[src/linear_regression_fit_score_assert.svh]
// Assertion macros shared by the regression block
`ifndef LINEAR_REGRESSION_FIT_SCORE_ASSERT_SVH
`define LINEAR_REGRESSION_FIT_SCORE_ASSERT_SVH

// Same-cycle implication, checked on every rising edge outside reset
`define LRFS_IMPLIES(label, ante, cons, msg) \
  label: assert property (@(posedge clk) disable iff (rst) (ante) |-> (cons)) \
    else $error(msg);

// Next-cycle implication
`define LRFS_NEXT(label, ante, cons, msg) \
  label: assert property (@(posedge clk) disable iff (rst) (ante) |=> (cons)) \
    else $error(msg);

`endif

[src/lrfs_pkg.sv]
package lrfs_pkg;

  // Sample limits and fixed-point format
  localparam int MAX_SAMPLES = 65536;
  localparam int COUNT_W     = $clog2(MAX_SAMPLES + 1);
  localparam int FRAC_BITS   = 16;
  localparam int CORR_BITS   = 30;

  // Accumulator and datapath widths
  localparam int SUM_W  = 48;
  localparam int ACC_W  = 64;
  localparam int WIDE_W = 68;
  localparam int MUL_W  = 34;
  localparam int DVD_W  = ACC_W + CORR_BITS;
  localparam int DIV_CNT_W  = $clog2(DVD_W);
  localparam int ROOT_STEPS = ACC_W / 2;
  localparam int ROOT_CNT_W = $clog2(ROOT_STEPS);

  localparam logic [DVD_W-1:0] DIV_CAP = DVD_W'(1) << 40;
  localparam logic signed [ACC_W-1:0] CORR_MAX = ACC_W'(1) << CORR_BITS;
  localparam logic signed [31:0] CORR_MAX32 = 32'(1) << CORR_BITS;
  localparam logic signed [WIDE_W-1:0] ONE_FX = WIDE_W'(1) << FRAC_BITS;

  // Request / result kinds
  localparam logic [1:0] REQ_FIT     = 2'd0;
  localparam logic [1:0] REQ_SCORE   = 2'd1;
  localparam logic [1:0] REQ_PREDICT = 2'd2;
  localparam logic [1:0] REQ_NONE    = 2'd3;

  // Divider scaling modes
  typedef enum logic [1:0] {
    DIV_INT  = 2'd0,
    DIV_FRAC = 2'd1,
    DIV_CORR = 2'd2
  } div_mode_t;

  typedef struct packed {
    logic      start;
    div_mode_t mode;
  } div_ctrl_t;

  // Saturate a wide signed value to 32, 48 or 64 bits
  function automatic logic signed [31:0] sat32(input logic signed [WIDE_W-1:0] v);
    if (v[WIDE_W-1:31] == '0 || v[WIDE_W-1:31] == '1) sat32 = v[31:0];
    else sat32 = v[WIDE_W-1] ? {1'b1, 31'd0} : {1'b0, {31{1'b1}}};
  endfunction

  function automatic logic signed [SUM_W-1:0] sat48(input logic signed [WIDE_W-1:0] v);
    if (v[WIDE_W-1:SUM_W-1] == '0 || v[WIDE_W-1:SUM_W-1] == '1) sat48 = v[SUM_W-1:0];
    else sat48 = v[WIDE_W-1] ? {1'b1, {(SUM_W-1){1'b0}}} : {1'b0, {(SUM_W-1){1'b1}}};
  endfunction

  function automatic logic signed [ACC_W-1:0] sat64(input logic signed [WIDE_W-1:0] v);
    if (v[WIDE_W-1:ACC_W-1] == '0 || v[WIDE_W-1:ACC_W-1] == '1) sat64 = v[ACC_W-1:0];
    else sat64 = v[WIDE_W-1] ? {1'b1, {(ACC_W-1){1'b0}}} : {1'b0, {(ACC_W-1){1'b1}}};
  endfunction

endpackage

[src/lrfs_sqrt.sv]
module lrfs_sqrt import lrfs_pkg::*; (
  input  logic             clk,
  input  logic             rst,
  input  logic             start,
  input  logic [ACC_W-1:0] value,
  output logic             done,
  output logic [31:0]      root
);

  logic                  busy;
  logic [ROOT_CNT_W-1:0] cnt;
  logic [ACC_W-1:0]      val;
  logic [ACC_W-1:0]      res;
  logic [ACC_W-1:0]      probe;
  logic [ACC_W-1:0]      trial;
  logic                  ge;
  logic [ACC_W-1:0]      res_next;

  // One digit of the root per cycle
  always_comb begin
    trial    = res + probe;
    ge       = val >= trial;
    res_next = ge ? ((res >> 1) + probe) : (res >> 1);
  end

  always_ff @(posedge clk) begin
    if (rst) begin
      busy <= 1'b0;
      done <= 1'b0;
    end else begin
      done <= 1'b0;
      if (start) begin
        busy <= 1'b1;
      end else if (busy && cnt == '0) begin
        busy <= 1'b0;
        done <= 1'b1;
      end
    end
  end

  always_ff @(posedge clk) begin
    if (start) begin
      val   <= value;
      res   <= '0;
      probe <= ACC_W'(1) << (ACC_W - 2);
      cnt   <= ROOT_CNT_W'(ROOT_STEPS - 1);
    end else if (busy) begin
      if (ge) val <= val - trial;
      res   <= res_next;
      probe <= probe >> 2;
      cnt   <= cnt - ROOT_CNT_W'(1);
      if (cnt == '0) root <= res_next[31:0];
    end
  end

endmodule

[config.mk]
export PLATFORM = sky130hd
export DESIGN_NAME = lrfs_sqrt
export DESIGN_NICKNAME = d
export VERILOG_FILES = /design/src/linear_regression_fit_score_assert.svh /design/src/lrfs_pkg.sv /design/src/lrfs_sqrt.sv
export SDC_FILE = /design/constraint.sdc
export NUM_CORES = 1
export LEC_CHECK = 0
export ABC_AREA = 0
export BUFFER_PORTS_ARGS = -buffer_cell sky130_fd_sc_hd__clkbuf_2
export CAP_MARGIN = 10
export CORE_MARGIN = 2
export CORE_UTILIZATION = 45
export DETAILED_ROUTE_END_ITERATION = 8
export SYNTH_ARGS = -nofsm -noshare
export SYNTH_HDL_FRONTEND = slang
export SYNTH_SLANG_ARGS = --single-unit
[constraint.sdc]
create_clock -name clk -period 13 [get_ports clk]
set_input_delay 1.3 -clock clk [delete_from_list [all_inputs] [get_ports clk]]
set_output_delay 1.3 -clock clk [all_outputs]
set_load 0.005 [all_outputs]
* After elaboration in Yosys (flattened, before gate mapping)
Cells that the tools add are included. Widths: inputs -> output; s select.
Storage, ports and cells: flip-flop bits (word level) 199, output and inout port bits 33, logic and storage cells 28
Cells by class: add/sub/neg operators 4, order comparisons 1, mux-type cells 7, bitwise logic cells 1, reductions and logical operators 8
Operator list (count):
- $mux 64 | 4
- $add 63x63->64 | 1
- $add 64x63->64 | 1
- $ge 64x64->1 | 1
- $sub 64x64->64 | 1
- $reduce_bool 2->1 | 3
- $logic_not 5->1 | 1
- $sub 5x1->5 const B | 1
- $mux 1 | 3
- $reduce_and 3->1 | 1
- $reduce_and 2->1 | 1
- $reduce_or 2->1 | 1
- $logic_and 1x1->1 | 1
- $not 1->1 | 1

* Longest topological paths before layout
depth in word-level cells 5, mapped depth 27, mapped depth without buffers 24

* Least setup slack after synthesis
Ideal clock, no wire load.
kind reg2reg, start register res[0], end register val[0], enable pin, arrival 8.919 ns, slack 3.506 ns, stages on the path, launching flop included 25, buffers on the path 2, cell sequence dfxtp_1 ha_1 ha_1 a21o_1 a31o_2 a21o_1 a31oi_1 o21ai_1 a221oi_1 o21ai_1 a311oi_1 nor2_1 nor2_1 o2bb2ai_1 ha_1 and2_1 nand3_1 nor2_1 nand2_1 o21ai_1 a31oi_4 and2_4 buf_4 buf_4 o21ai_0
Between the ends: cells in the longest elaborated chain, start to end 4
Ends and longest elaborated chain:
- from (decl) | RTL line lrfs_sqrt.sv:13 | logic [ACC_W-1:0] res;
- from (signal assigned) | RTL line lrfs_sqrt.sv:49 | res <= res_next;
- $add 64x63->64 | RTL line lrfs_sqrt.sv:21 | trial = res + probe;
- $ge 64x64->1 | RTL line lrfs_sqrt.sv:22 | ge = val >= trial;
- $reduce_bool 2->1 (no line)
- $reduce_and 2->1 (no line)
- to (signal assigned) | RTL line lrfs_sqrt.sv:43 | val <= value;
- to (signal assigned) | RTL line lrfs_sqrt.sv:48 | if (ge) val <= val - trial;
- to (decl) | RTL line lrfs_sqrt.sv:12 | logic [ACC_W-1:0] val;
Every way passes these cells. A chain may end at the register's enable or synchronous reset.

* Final worst setup path
start register res[0], end register val[4], enable pin
The elaborated chain is that of the path after synthesis.

==> results_dict.tcl <==
set metrics [dict create \
    ys_warn_count 0 \
    path_class "register to register" \
    drc_errors 0 \
    postCtsResizedCells 0 \
    path_max_fanout 40 \
    dr.pass1.iters 5 \
    async_flop_share_pct 0 \
    rsz0062_at_grt "no" \
    drtIter0Drc 1092 \
    synth_edf_count 96 \
    wire_per_inst_um 18.8 \
    vdd_drop_max_mv 0.129 \
    leakage_nw 6.86 \
    post_cts_buffers 0 \
    routed_wl_um 45400 \
    dpl.hpwl_um 34900 \
    hold_start "cnt[1]" \
    syn_nets 2114 \
    p_total_w 0.00319 \
    cts_hold_buf 0 \
    gp_congestion 0.924 \
    timing.final.crit_share_pct 54.8 \
    ys_ff_latch 199 \
    seqCellArea_mm2 0.00495 \
    grt_use_total_pct 25.0 \
    skew_ns 0.0169 \
    tightest_slew_ns 1.14 \
    htree_num_levels 4 \
    clkTransAtPathRegs_ns 0.08 \
    ctsRootBufferMaster "clkbuf_16" \
    final_common_cell "nand2_1" \
    finalMaxSlewViolations 0 \
    initial_core_util_pct 45.5 \
    mostFrequentLayoutCells "208 x nand2_1, 171 x nor2_1, 165 x o21ai_0" \
    n_antenna_cell 0 \
    syn2layout_area_growth_pct 8.19 \
    drt.antenna.violating_nets 0 \
    fillers 3500 \
    status "complete, no violations" \
    final_core_util_pct 49.2 \
    die_w_um 193 \
    clock.fmax_mhz 140 \
    drive_gt1_share_pct 10.7 \
    cts_tree "yes" \
    vias_per_cell 5.91 \
    critPathLaunch "res[0]" \
    ioPinCount 100 \
    crit_arrival_ns 7.23 \
    cap_violations 0 \
    hold_violations 0 \
    overflow 0 \
    grt_pass1_wl_um 73000 \
    worst-path-buf-inv 1 \
    syn_avg_cell_area_um2 8.39 \
    synth.cell_area_mm2 0.0161 \
    numCtsBuffers 17 \
    p_per_area_mw_per_mm2 184 \
    grt_pass1_vias 13546 \
    crit_path_end_kind "register" \
    layout.nets 2145 \
    hold_class "register to register" \
    synthCells 1914 \
    critPathTopFamily "compound AO/OA/AOI/OAI gates" \
    portBuffers 99 \
    hold-worst-slack_ns 0.506 \
    place_area_mm2 0.0168 \
    critPathMaxStageDelay_ns 0.92 \
    reg2reg_from "res[0]" \
    cts_buffer_depth 2 \
    fp-row-count 69 \
    crit_chain "ha_1 > ha_1 > a21o_1 > a31o_2 > a21o_1 > a31oi_1 > o21ai_1 > a221oi_1 > o21ai_1 > a311oi_1 > nor2_1 > nor2_1 > o2bb2ai_1 > ha_1 > and2_1 > nand3_1 > nor2_1 > nand2_1 > o21ai_1 > a31oi_4 > and2_4 > o21ai_4 > buf_4" \
    cts.sinks 199 \
    multiInputGateArea_mm2 0.0106 \
    antenna_found_initial 0 \
    setup_violations 0 \
    die_h_um 193 \
    startpoint_type "register" \
    synth_cell_types 86 \
    die_area_mm2 0.0372 \
    core-area_mm2 0.0353 \
    critical_path.slowest_cell "o21ai_4" \
    grt_max_degree 74 \
    num_vias 14302 \
    period_minus_slack_ns 7.12 \
    slew-limit-headroom_pct 23.6 \
    insertion_delay_ns 0.46 \
    synthFlopType "dfxtp_1" \
    seq_area_frac_synth_pct 30.8 \
    worstPathRequired_ns 13.11 \
    stdcell_area_mm2 0.0174 \
    finalSetupTns_ns 0 \
]
-- power breakdown --
| part | switching [W] | internal, W |
|---|---|---|
| clock | 0.000265 | 0.000255 |
| sequential | 0.000110 | 0.000828 |
| combinational | 0.00106 | 0.000668 |
| total | 0.00144 | 0.00175 |
-- cells in the mapped netlist (10+ instances only) --
cell | number | area [um^2]
dfxtp_1 | 103 | 2060
buf_2 | 15 | 75.1
mux2_2 | 10 | 113
nand4_1 | 48 | 300
a31oi_1 | 62 | 388
nand2b_1 | 12 | 75.1
clkbuf_1 | 65 | 244
or2_2 | 17 | 106
a211oi_1 | 24 | 180
or3_1 | 10 | 62.6
nor2_1 | 172 | 646
ha_1 | 132 | 1650
xnor2_1 | 95 | 832
edfxtp_1 | 96 | 2880
mux2i_1 | 48 | 480
o211ai_1 | 12 | 90.1
a21oi_1 | 122 | 611
and3_1 | 14 | 87.6
nand3_1 | 42 | 210
a31o_2 | 12 | 105
o21bai_1 | 21 | 158
nor3_1 | 28 | 140
inv_1 | 43 | 161
nand2_1 | 208 | 781
o21ai_1 | 15 | 75.1
nor2b_1 | 19 | 119
o21ai_0 | 166 | 831
o211a_1 | 18 | 180
and2_1 | 16 | 100
xor2_1 | 77 | 674
o21a_1 | 15 | 113
a21o_1 | 41 | 308
o31ai_1 | 10 | 75.1
-- sequential cells by signal (all words and copies together) (netlist names) --
| register | cells |
|---|---|
| busy | 1 |
| cnt | 5 |
| done | 1 |
| probe | 32 |
| res | 64 |
| root | 32 |
| val | 64 |
-- worst reg2reg max path, cell delays in order, from the launching register on --
cell and delay (ns):
dfxtp_1 0.33, ha_1 0.23, ha_1 0.21, a21o_1 0.19, a31o_2 0.26, a21o_1 0.23, a31oi_1 0.35, o21ai_1 0.18
a221oi_1 0.43, o21ai_1 0.18, a311oi_1 0.39, nor2_1 0.12, nor2_1 0.12, o2bb2ai_1 0.11, ha_1 0.40, and2_1 0.23
nand3_1 0.13, nor2_1 0.18, nand2_1 0.08, o21ai_1 0.26, a31oi_4 0.23, and2_4 0.39, o21ai_4 0.93, buf_4 0.58
-- worst paths after layout --
kind	depth (start not counted)	end	slack, ns
hold reg to reg	2	cnt[1]	0.51
hold / removal	2	cnt[1]	0.51
setup / recovery	23	val[4]	5.88
setup reg to reg	23	val[4]	5.88
-- kinds of logic after synthesis --
logic type | after synthesis | synth area share (%)
and+or+nand+nor | 610 | 17.6
AOI/OAI and AO/OA | 602 | 24.5
DFF | 199 | 30.8
xor gates and xnor gates | 172 | 9.38
buffers and inverters | 138 | 3.48
adders and majority gates | 133 | 10.4
muxes | 60 | 3.83
-- metrics by stage --
stage,setup WS (ns),cells
6_report,5.88,2419
5_1_grt,5.41,2419
4_1_cts,5.92,2419
3_5_place_dp,5.95,2387
3_3_place_gp,6.12,2387
2_1_floorplan,3.51,1914
-- area by class of cell --
type	count	area share, %
Clock buffer	18	2.53
Clock inverter	14	0.670
Inverter	44	0.951
Multi-Input combinational cell	1577	60.9
Sequential cell	199	28.5
Tap cell	461	3.32
Timing Repair Buffer	106	3.19
-- layer usage --
layer  share of wire [%]  vias to the layer above  GRT usage (%)  wire length (um)
met2                  42                      409           37.2             19000
met4                 1.1                        0           5.55               481
li1                    -                     7116              -                 -
met1                  52                     6749           38.1             23400
met5                   0                        -              0                 0
met3                 5.5                       28           3.18              2510
Note: power is estimated with default switching activity, not from simulation.
